`src/hw/rtl/enat_pkg.sv`:
```
// Shared types and constants for the earliest-arrival averaging block.
`default_nettype none
package enat_pkg;

	localparam int TIME_W = 32;
	localparam int PU_W   = 5;

	localparam logic [PU_W-1:0] PU_RESET = 5'd16;

	localparam logic [1:0] ACT_REC = 2'd0;
	localparam logic [1:0] ACT_RD  = 2'd1;
	localparam logic [1:0] ACT_CLR = 2'd2;

	typedef struct packed {
		logic wr;
		logic rd;
		logic clr;
	} mem_ctl_t;

endpackage
`default_nettype wire

```
`src/hw/rtl/earliest_n_arrival_time_average_top.sv`:
```
// Top level: keeps the earliest n arrival times per side and returns their mean.
// Append of a photon while its side is not full: next transfer taken at once.
// Replacement in a full side: bound by a scan of the side memory, then one replacing write.
// Read: memory scan, then divider on the SW-bit sum, SW = 33 + log2(MAX_KEPT).
// Clear: next transfer taken at once. One item is worked on at a time; the result register frees the input.
// Reset: asynchronous, active low; lists empty, counts zero, photons_used 16.
`default_nettype none
module earliest_n_arrival_time_average_top
	import enat_pkg::*;
#(
	parameter int MAX_KEPT = 16
) (
	input  wire logic              clk,
	input  wire logic              arst_n,
	input  wire logic              s_axis_tvalid,
	output logic                   s_axis_tready,
	input  wire logic [TIME_W-1:0] s_axis_tdata,  // arrival_time
	input  wire logic [2:0]        s_axis_tuser,  // action[1:0], side[2]
	output logic                   m_axis_tvalid,
	input  wire logic              m_axis_tready,
	output logic      [TIME_W-1:0] m_axis_tdata,  // average_time
	input  wire logic              cfg_we,
	input  wire logic [PU_W-1:0]   cfg_wdata
);

	localparam int AW = (MAX_KEPT > 1) ? $clog2(MAX_KEPT) : 1;
	localparam int CW = $clog2(MAX_KEPT + 1);
	localparam int SW = 33 + $clog2(MAX_KEPT);
	localparam int DW = CW + 1;
	localparam int PW = (CW > PU_W) ? CW : PU_W;

	localparam logic [2:0] ST_IDLE  = 3'd0;
	localparam logic [2:0] ST_SCAN  = 3'd1;
	localparam logic [2:0] ST_DRAIN = 3'd2;
	localparam logic [2:0] ST_REPL  = 3'd3;
	localparam logic [2:0] ST_DIVS  = 3'd4;
	localparam logic [2:0] ST_DIVW  = 3'd5;
	localparam logic [2:0] ST_OUT   = 3'd6;

	logic [2:0]        state_q;
	logic [PU_W-1:0]   pu_q;
	logic [CW-1:0]     count_l_q;
	logic [CW-1:0]     count_r_q;
	logic              pend_s1;
	logic              out_vld_q;
	logic [TIME_W-1:0] out_data_q;

	logic              side_q;
	logic [TIME_W-1:0] time_q;
	logic              op_rd_q;
	logic [AW-1:0]     idx_q;
	logic [AW-1:0]     ridx_s1;
	logic [TIME_W-1:0] max_q;
	logic [AW-1:0]     max_idx_q;
	logic [SW-1:0]     sum_q;

	logic [PW-1:0]     pu_ext;
	logic [CW-1:0]     n_eff;
	logic [1:0]        act;
	logic              side_in;
	logic              s_acc;
	logic [CW-1:0]     cnt_sel;
	logic              append;
	logic              repl_wr;
	logic              last;
	logic              out_load;
	logic [AW-1:0]     waddr;
	logic [TIME_W-1:0] wdata;
	mem_ctl_t          ctl_l;
	mem_ctl_t          ctl_r;
	logic [TIME_W-1:0] rd_l;
	logic [TIME_W-1:0] rd_r;
	logic [TIME_W-1:0] rd_sel;
	logic              div_done;
	logic [TIME_W-1:0] div_q;

	always_comb begin
		pu_ext = PW'(pu_q);
		if (pu_ext == '0) begin
			n_eff = CW'(1);
		end else if (pu_ext > PW'(MAX_KEPT)) begin
			n_eff = CW'(MAX_KEPT);
		end else begin
			n_eff = CW'(pu_ext);
		end
	end

	assign act      = s_axis_tuser[1:0];
	assign side_in  = s_axis_tuser[2];
	assign s_axis_tready = (state_q == ST_IDLE);
	assign s_acc    = s_axis_tvalid && s_axis_tready;
	assign cnt_sel  = side_in ? count_r_q : count_l_q;
	assign append   = s_acc && (act == ACT_REC) && (cnt_sel < n_eff);
	assign repl_wr  = (state_q == ST_REPL) && (max_q > time_q);
	assign last     = CW'(idx_q) == (n_eff - CW'(1));
	assign out_load = (state_q == ST_OUT) && (!out_vld_q || m_axis_tready);
	assign waddr    = (state_q == ST_REPL) ? max_idx_q : cnt_sel[AW-1:0];
	assign wdata    = (state_q == ST_REPL) ? time_q : s_axis_tdata;
	assign rd_sel   = side_q ? rd_r : rd_l;

	always_comb begin
		ctl_l.wr  = (append && !side_in) || (repl_wr && !side_q);
		ctl_r.wr  = (append && side_in) || (repl_wr && side_q);
		ctl_l.rd  = (state_q == ST_SCAN);
		ctl_r.rd  = (state_q == ST_SCAN);
		ctl_l.clr = s_acc && (act == ACT_CLR);
		ctl_r.clr = s_acc && (act == ACT_CLR);
	end

	enat_side_mem #(.DEPTH(MAX_KEPT), .AW(AW)) u_mem_l (
		.clk    (clk),
		.arst_n (arst_n),
		.ctl    (ctl_l),
		.waddr  (waddr),
		.wdata  (wdata),
		.raddr  (idx_q),
		.rdata  (rd_l)
	);

	enat_side_mem #(.DEPTH(MAX_KEPT), .AW(AW)) u_mem_r (
		.clk    (clk),
		.arst_n (arst_n),
		.ctl    (ctl_r),
		.waddr  (waddr),
		.wdata  (wdata),
		.raddr  (idx_q),
		.rdata  (rd_r)
	);

	enat_div #(.SW(SW), .DW(DW)) u_div (
		.clk      (clk),
		.arst_n   (arst_n),
		.start    (state_q == ST_DIVS),
		.dividend (sum_q),
		.divisor  ({n_eff, 1'b0}),
		.done     (div_done),
		.quotient (div_q)
	);

	always_ff @(posedge clk or negedge arst_n) begin
		if (!arst_n) begin
			state_q   <= ST_IDLE;
			pu_q      <= PU_RESET;
			count_l_q <= '0;
			count_r_q <= '0;
			pend_s1   <= 1'b0;
			out_vld_q <= 1'b0;
		end else begin
			if (cfg_we) begin
				pu_q <= cfg_wdata;
			end
			pend_s1 <= (state_q == ST_SCAN);
			if (out_load) begin
				out_vld_q <= 1'b1;
			end else if (m_axis_tready) begin
				out_vld_q <= 1'b0;
			end
			unique case (state_q)
				ST_IDLE: begin
					if (s_acc) begin
						case (act)
							ACT_REC: begin
								if (append) begin
									if (side_in) begin
										count_r_q <= count_r_q + CW'(1);
									end else begin
										count_l_q <= count_l_q + CW'(1);
									end
								end else begin
									state_q <= ST_SCAN;
								end
							end
							ACT_RD: begin
								state_q <= ST_SCAN;
							end
							ACT_CLR: begin
								count_l_q <= '0;
								count_r_q <= '0;
							end
							default: begin
							end
						endcase
					end
				end
				ST_SCAN: begin
					if (last) begin
						state_q <= ST_DRAIN;
					end
				end
				ST_DRAIN: begin
					state_q <= op_rd_q ? ST_DIVS : ST_REPL;
				end
				ST_REPL: begin
					state_q <= ST_IDLE;
				end
				ST_DIVS: begin
					state_q <= ST_DIVW;
				end
				ST_DIVW: begin
					if (div_done) begin
						state_q <= ST_OUT;
					end
				end
				ST_OUT: begin
					if (out_load) begin
						state_q <= ST_IDLE;
					end
				end
				default: begin
					state_q <= ST_IDLE;
				end
			endcase
		end
	end

	always_ff @(posedge clk) begin
		if (s_acc) begin
			side_q  <= side_in;
			time_q  <= s_axis_tdata;
			op_rd_q <= (act == ACT_RD);
			idx_q   <= '0;
			sum_q   <= '0;
		end
		if (state_q == ST_SCAN) begin
			idx_q   <= idx_q + AW'(1);
			ridx_s1 <= idx_q;
		end
		if (pend_s1) begin
			if ((ridx_s1 == '0) || (rd_sel > max_q)) begin
				max_q     <= rd_sel;
				max_idx_q <= ridx_s1;
			end
			sum_q <= sum_q + SW'(rd_l) + SW'(rd_r);
		end
		if (out_load) begin
			out_data_q <= div_q;
		end
	end

	assign m_axis_tvalid = out_vld_q;
	assign m_axis_tdata  = out_data_q;

endmodule
`default_nettype wire

```
`src/hw/rtl/enat_side_mem.sv`:
```
// Time memory of one detector side with per-entry valid bits.
`default_nettype none
module enat_side_mem
	import enat_pkg::*;
#(
	parameter int DEPTH = 16,
	parameter int AW    = 4
) (
	input  wire logic              clk,
	input  wire logic              arst_n,
	input  wire mem_ctl_t          ctl,
	input  wire logic [AW-1:0]     waddr,
	input  wire logic [TIME_W-1:0] wdata,
	input  wire logic [AW-1:0]     raddr,
	output logic      [TIME_W-1:0] rdata
);

	logic [TIME_W-1:0] mem [DEPTH];
	logic [DEPTH-1:0]  valid_q;
	logic [TIME_W-1:0] mem_s1;
	logic              vld_s1;

	always_ff @(posedge clk or negedge arst_n) begin
		if (!arst_n) begin
			valid_q <= '0;
		end else if (ctl.clr) begin
			valid_q <= '0;
		end else if (ctl.wr) begin
			valid_q[waddr] <= 1'b1;
		end
	end

	always_ff @(posedge clk) begin
		if (ctl.wr) begin
			mem[waddr] <= wdata;
		end
		if (ctl.rd) begin
			mem_s1 <= mem[raddr];
			vld_s1 <= valid_q[raddr];
		end
	end

	assign rdata = vld_s1 ? mem_s1 : '0;

endmodule
`default_nettype wire

```
`src/hw/rtl/enat_div.sv`:
```
// Iterative restoring divider, one quotient bit per cycle.
`default_nettype none
module enat_div
	import enat_pkg::*;
#(
	parameter int SW = 37,
	parameter int DW = 6
) (
	input  wire logic              clk,
	input  wire logic              arst_n,
	input  wire logic              start,
	input  wire logic [SW-1:0]     dividend,
	input  wire logic [DW-1:0]     divisor,
	output logic                   done,
	output logic      [TIME_W-1:0] quotient
);

	localparam int NW = $clog2(SW + 1);

	logic          busy_q;
	logic          done_q;
	logic [NW-1:0] cnt_q;
	logic [DW-1:0] rem_q;
	logic [SW-1:0] quo_q;
	logic [DW-1:0] dvs_q;
	logic [DW:0]   trial;
	logic [DW:0]   diff;
	logic          ge;

	assign trial = {rem_q, quo_q[SW-1]};
	assign diff  = trial - {1'b0, dvs_q};
	assign ge    = trial >= {1'b0, dvs_q};

	always_ff @(posedge clk or negedge arst_n) begin
		if (!arst_n) begin
			busy_q <= 1'b0;
			done_q <= 1'b0;
			cnt_q  <= '0;
		end else begin
			done_q <= 1'b0;
			if (start) begin
				busy_q <= 1'b1;
				cnt_q  <= NW'(SW);
			end else if (busy_q) begin
				cnt_q <= cnt_q - NW'(1);
				if (cnt_q == NW'(1)) begin
					busy_q <= 1'b0;
					done_q <= 1'b1;
				end
			end
		end
	end

	always_ff @(posedge clk) begin
		if (start) begin
			rem_q <= '0;
			quo_q <= dividend;
			dvs_q <= divisor;
		end else if (busy_q) begin
			rem_q <= ge ? diff[DW-1:0] : trial[DW-1:0];
			quo_q <= {quo_q[SW-2:0], ge};
		end
	end

	assign done     = done_q;
	assign quotient = quo_q[TIME_W-1:0];

endmodule
`default_nettype wire

```
`config.mk`:
```
export PLATFORM = sky130hd
export DESIGN_NAME = earliest_n_arrival_time_average_top
export DESIGN_NICKNAME = d
export VERILOG_FILES = /design/src/hw/rtl/enat_pkg.sv /design/src/hw/rtl/earliest_n_arrival_time_average_top.sv /design/src/hw/rtl/enat_side_mem.sv /design/src/hw/rtl/enat_div.sv
export SDC_FILE = /design/constraint.sdc
export NUM_CORES = 2
export LEC_CHECK = 0
export BUFFER_PORTS_ARGS = -buffer_cell sky130_fd_sc_hd__buf_4
export CORE_MARGIN = 8
export CORE_UTILIZATION = 35
export DETAILED_ROUTE_END_ITERATION = 10
export SYNTH_ARGS = -nofsm -noshare
export SYNTH_HDL_FRONTEND = slang
export SYNTH_SLANG_ARGS = --single-unit
```
`constraint.sdc`:
```
create_clock -name clk -period 7.7 [get_ports clk]
set_clock_uncertainty 0.2 [all_clocks]
set_input_delay 0.77 -clock clk [delete_from_list [all_inputs] [get_ports clk]]
set_output_delay 0.77 -clock clk [all_outputs]
set_load 0.01 [all_outputs]
```
After elaboration in Yosys (flattened, before gate mapping):

Memories as Yosys holds them, arrays and structs flattened. A register that Yosys moved wholly into a read port is not among the register bits.
Cells that the tools add are included.
Widths: inputs -> output; s select.

* bits in registers: 257
* RAM bits: 1024
* output and inout bits: 34
* memories: 2

Memories
* u_mem_l.mem: words 16, bits a word 32, read ports 1, clocked after Yosys merged registers in 1, wr ports 1, line enat_side_mem.sv:18 `logic [TIME_W-1:0] mem [DEPTH];`
* u_mem_r.mem: words 16, bits a word 32, read ports 1, clocked after Yosys merged registers in 1, wr ports 1, line enat_side_mem.sv:18

* add/subtract/negate cells: 8
* order comparisons: 8
* eq/ne operators: 19
* muxes and demuxes: 53
* bitwise logic cells: 2
* reduce and logical (&&, ||, !) cells: 33

Operators by type and width (count)
* $mux 37: 4
* $mux 32: 4
* $add 37x32->37: 2
* $gt 32x32->1: 2
* $mux 16: 4
* $mux 5: 7
* $or 16x16->16: 2
* $pmux 5 s2: 2
* $mux 3: 6
* $mux 6: 3
* $pmux 3 s6: 1
* $mux 1: 15
* $reduce_bool 2->1: 7
* $mux 4: 3
* $logic_and 1x1->1: 11
* $add 5x1->5 const B: 2
* $lt 4x5->1 const B: 2
* $ne 2x2->1 const B: 5
* $reduce_and 5->1: 2
* $eq 3x3->1 const B: 3
* $bmux 1 s4: 2
* $ge 7x6->1: 1
* $eq 3x2->1 const B: 2
* $eq 6x1->1 const B: 1
* other kinds (24): 30

Longest topological paths before layout:

* depth in word-level cells: 9
* depth in mapped cells: 14
* gate-level depth less buffers: 13

Hierarchy:

From an unflattened synthesis, not the netlist that was laid out.

* cells, all modules: 3076
* area, all modules: 56196.4 sq um

Modules (own cells, without submodules)
* enat_side_mem (u_mem_l): instances 1, cells an instance 942, area each 21350.5 sq um, sequential area each 16766.1 sq um
* enat_side_mem (u_mem_r): instances 1, cells an instance 942, area each 21167.8 sq um, sequential area each 16766.1 sq um
* earliest_n_arrival_time_average_top: instances 1, cells an instance 965, area each 10744.1 sq um, sequential area each 4916.0 sq um
* enat_div: instances 1, cells an instance 227, area each 2934.1 sq um, sequential area each 1611.5 sq um

Least setup slack after synthesis:

OpenSTA, ideal clock, no wires.

* path kind: register to register
* start point: reg side_q
* end point: reg max_idx_q[0] (enable)
* arrival time: 5.246 ns
* data required time: 7.015 ns
* setup slack: 1.769 ns
* cell stages (with the launch flop): 10
* cell sequence: edfxtp_1 clkbuf_1 buf_1 mux2_2 ha_1 nand4_1 or3_1 nor4_1 o21ai_0 a21boi_0

* cells in the longest elaborated chain, start to end: 4

Ends and longest elaborated chain
* start, declared: line earliest_n_arrival_time_average_top.sv:48 `logic side_q;`
* start signal, assigned: line earliest_n_arrival_time_average_top.sv:218 `side_q <= side_in;`
* $mux 32: line earliest_n_arrival_time_average_top.sv:99 `assign rd_sel = side_q ? rd_r : rd_l;`
* named net rd_sel[25]: line earliest_n_arrival_time_average_top.sv:73 `logic [TIME_W-1:0] rd_sel;`
* $gt 32x32->1: line earliest_n_arrival_time_average_top.sv:229 `if ((ridx_s1 == '0) || (rd_sel > max_q)) begin`
* $logic_or 1x1->1: line earliest_n_arrival_time_average_top.sv:229
* $reduce_and 2->1 (no source line)
* end signal, assigned: line earliest_n_arrival_time_average_top.sv:231 `max_idx_q <= ridx_s1;`
* end, declared: line earliest_n_arrival_time_average_top.sv:54 `logic [AW-1:0] max_idx_q;`

The timed path passes the listed nets, and every way through them passes these cells.
A chain may end at the register's enable or synchronous reset.

Worst setup path in the final report:

* start point: reg u_mem_l.vld_s1
* end point: reg sum_q[35], data pin

* cells in the longest elaborated chain, start to end: 4

Ends and longest elaborated chain
* start, declared: line enat_side_mem.sv:21 `logic vld_s1;`
* start signal, assigned: line enat_side_mem.sv:39 `vld_s1 <= valid_q[raddr];`
* $mux 32: line enat_side_mem.sv:43 `assign rdata = vld_s1 ? mem_s1 : '0;`
* $add 37x32->37 (2 in series): line earliest_n_arrival_time_average_top.sv:233 `sum_q <= sum_q + SW'(rd_l) + SW'(rd_r);`
* $mux 37: line earliest_n_arrival_time_average_top.sv:228 `if (pend_s1) begin`
* end signal, assigned: line earliest_n_arrival_time_average_top.sv:233
* end, declared: line earliest_n_arrival_time_average_top.sv:55 `logic [SW-1:0] sum_q;`

No other way between the ends.

==> flow_summary.json <==
{
  "die_w_um": 413.9,
  "r2r_start": "u_mem_l.vld_s1",
  "cp.arrival_ns": 5.13,
  "max_slew_margin_pct": 7.758,
  "clk_pin_slew_ns": 0.06,
  "ioPinCount": 79,
  "dieArea_um2": 171300,
  "pwr_density_cell_nw_per_um2": 231.9,
  "ys_seq_elements": 1345,
  "crit_path_start": "u_mem_l.vld_s1",
  "core.rowCount": 146,
  "synth.most_common_cell": "edfxtp_1",
  "drt_iter0_drc": 2668,
  "wl_per_cell_um": 25.10,
  "grt_use_total_pct": 15.50,
  "portBuffers": 78,
  "worst_ep_required_time_ns": 7.98,
  "cts_max_level": 4,
  "run_status": "finished clean",
  "cp-end-kind": "register",
  "layout_min_cycle_time_ns": 4.851,
  "hold_path_startpoint": "s_axis_tdata[11]",
  "numCtsBuffers": 142,
  "drive_gt1_share_pct": 24.63,
  "place_inst": 5045,
  "cp_num_buf_inv": 0,
  "wl_mm": 133.7,
  "clk_latency_ns": 0.76,
  "grt-ovfl-total": 0,
  "vias": 27971,
  "post_cts_buffers": 0,
  "cp_top_family": "simple AND/OR/NAND/NOR gates",
  "critPathSlowestCell": "edfxtp_1",
  "synth_common_cells": "edfxtp_1 (1279), mux4_2 (330), nand2_1 (249)",
  "fin_area_um2": 63780,
  "finalSetupViolCount": 0,
  "clockRootBuffer": "clkbuf_16",
  "synth_nets": 3130,
  "worstMarginPinSlew_ns": 1.374,
  "antenna_found_initial": 4,
  "hpwl_mm": 78.50,
  "synth.area.top_cells": "edfxtp_1 (69%), mux4_2 (13%), dfrtp_1 (2.7%)",
  "yosysWarnings": 0,
  "area_growth_pct": 15.10,
  "synth_cell_types": 68,
  "placed_area_um2": 59090,
  "drcViolationCount": 0,
  "fin_ws_ns": 2.849,
  "ys_seq_area_share_pct": 72.24,
  "core-area_um2": 157800,
  "p_leak_nw": 21.43,
  "instances_no_fill": 5325,
  "ys.flop_type": "edfxtp_1",
  "crit_type": "reg -> reg",
  "rsz0062_at_grt": "false",
  "nets": 3325,
  "syn_inst": 2941,
  "synth_largest_area_cell": "edfxtp_1",
  "grt_max_degree": 125,
  "finalHoldViolations": 0,
  "first_global_vias": 28397,
  "clk_path_buf_depth": 3,
  "synth_edf_count": 1279,
  "clock_sinks": 1345,
  "place_ws_ns": 2.901,
  "die_h_um": 413.9,
  "start_kind": "register",
  "tns_ns": 0,
  "finalCritPeriodShare_pct": 63.00,
  "yosysTopAreaCellShare_pct": 69.31,
  "path_cells": "and2_1 -> fa_1 -> ha_1 -> fa_1 -> a211oi_1 -> o21bai_1 -> nand3_1 -> a21oi_1 -> nor4_1 -> o31ai_1 -> a21oi_1 -> nor3b_1",
  "cts.repair.resized": 0,
  "critPathMaxFanout": 32,
  "cts_hold_buf": 18,
  "ant_nets": 0,
  "final_max_slew_viol_count": 0,
  "async_flop_share_pct": 4.461,
  "grt_pass1_wl_mm": 194.9,
  "gp_congestion": 0.8573,
  "maxCapViolCount": 0,
  "p_total_mw": 14.79,
  "hold_class": "in -> reg",
  "start_util_pct": 35.11,
  "cts_tree": "built",
  "first_pass_iters": 5,
  "max_stage_delay_ns": 1.05,
  "netlist_area_um2": 55410,
  "ir_drop_mv": 0.2094,
  "viasPerCell": 5.253,
  "avgSynthCellArea_um2": 18.84,
  "max_clock_freq_mhz": 206.1
}
==> metal layers <==
metal  track usage [%]  wire length [um]  vias up
li1                  -                 -    12120
met1             21.81             58410    14730
met2             24.62             63010      927
met3             2.643              8352      194
met4             5.023              3887        0
met5                 0                 0        -
==> worst paths after layout <==
| path | end | slack, ns | cells after the start |
|---|---|---|---|
| max | sum_q[35] | 2.85 | 12 |
| min in group asynchronous | count_r_q[2] | 0.47 | 2 |
| max reg2reg | sum_q[35] | 2.85 | 12 |
| min | time_q[11] | 0.05 | 1 |
| min reg2reg | m_axis_tdata[4] | 0.25 | 0 |
| max in group asynchronous | u_div.cnt_q[3] | 6.26 | 2 |
==> per-stage QoR <==
stage / utilization (%) / hold WS [ns]
floorplan: - / 0.2244
global placement: 37.44 / 0.2321
detailed placement: 37.44 / 0.2330
CTS: 40.40 / 0.0009441
global route: 40.41 / 0.001321
finish: 40.41 / 0.05319
==> cells by family (layout without fill, tap and decap cells) <==
logic type / after synthesis / after routing / synth area share [%]
other cells: 0 / 1 / 0
fa+ha+maj: 144 / 144 / 3.712
mux: 377 / 377 / 14.34
compound gates: 285 / 285 / 3.231
flops: 1345 / 1345 / 72.24
simple gates: 520 / 520 / 4.313
xor+xnor: 34 / 34 / 0.5374
buf+inv: 236 / 547 / 1.623
==> where the power goes <==
part | internal (mW) | leakage (nW) | switching (mW) | total (mW)
Clock | 3.83 | 2.20 | 2.79 | 6.62
Sequential | 7.99 | 12.0 | 0.00296 | 7.99
Combinational | 0.0446 | 7.22 | 0.139 | 0.183
==> cell usage in the layout, fill, tap and decap left out, drive strengths merged, types with 39 or more instances in the layout <==
master	n
buf	159
clkbuf	174
and2	62
nand2	249
mux4	330
edfxtp	1279
ha	110
a21oi	58
a21o	39
inv	115
o21ai	96
nor2	80
clkinv	65
dfrtp	59
==> layout make-up <==
type / instances / area, um^2
Antenna cell: 1 / 2.502
Clock buffer: 174 / 3821
Clock inverter: 86 / 673.1
Fill cell: 14063 / 94050
Inverter: 109 / 410.4
Multi-Input combinational cell: 1360 / 14820
Sequential cell: 1345 / 40030
Tap cell: 2072 / 2592
Timing Repair Buffer: 178 / 1434
==> state kept, by name (all words and copies together), names as in the netlist, 6 cells and up <==
name / count
u_mem_l.mem_s1: 32
u_mem_r.mem: 512
u_mem_l.valid_q: 16
m_axis_tdata: 32
time_q: 32
u_mem_r.valid_q: 16
u_mem_l.mem: 512
u_div.cnt_q: 6
sum_q: 37
u_mem_r.mem_s1: 32
max_q: 32
u_div.quo_q: 37
u_div.rem_q: 6
(Power assumes the default switching activity.)
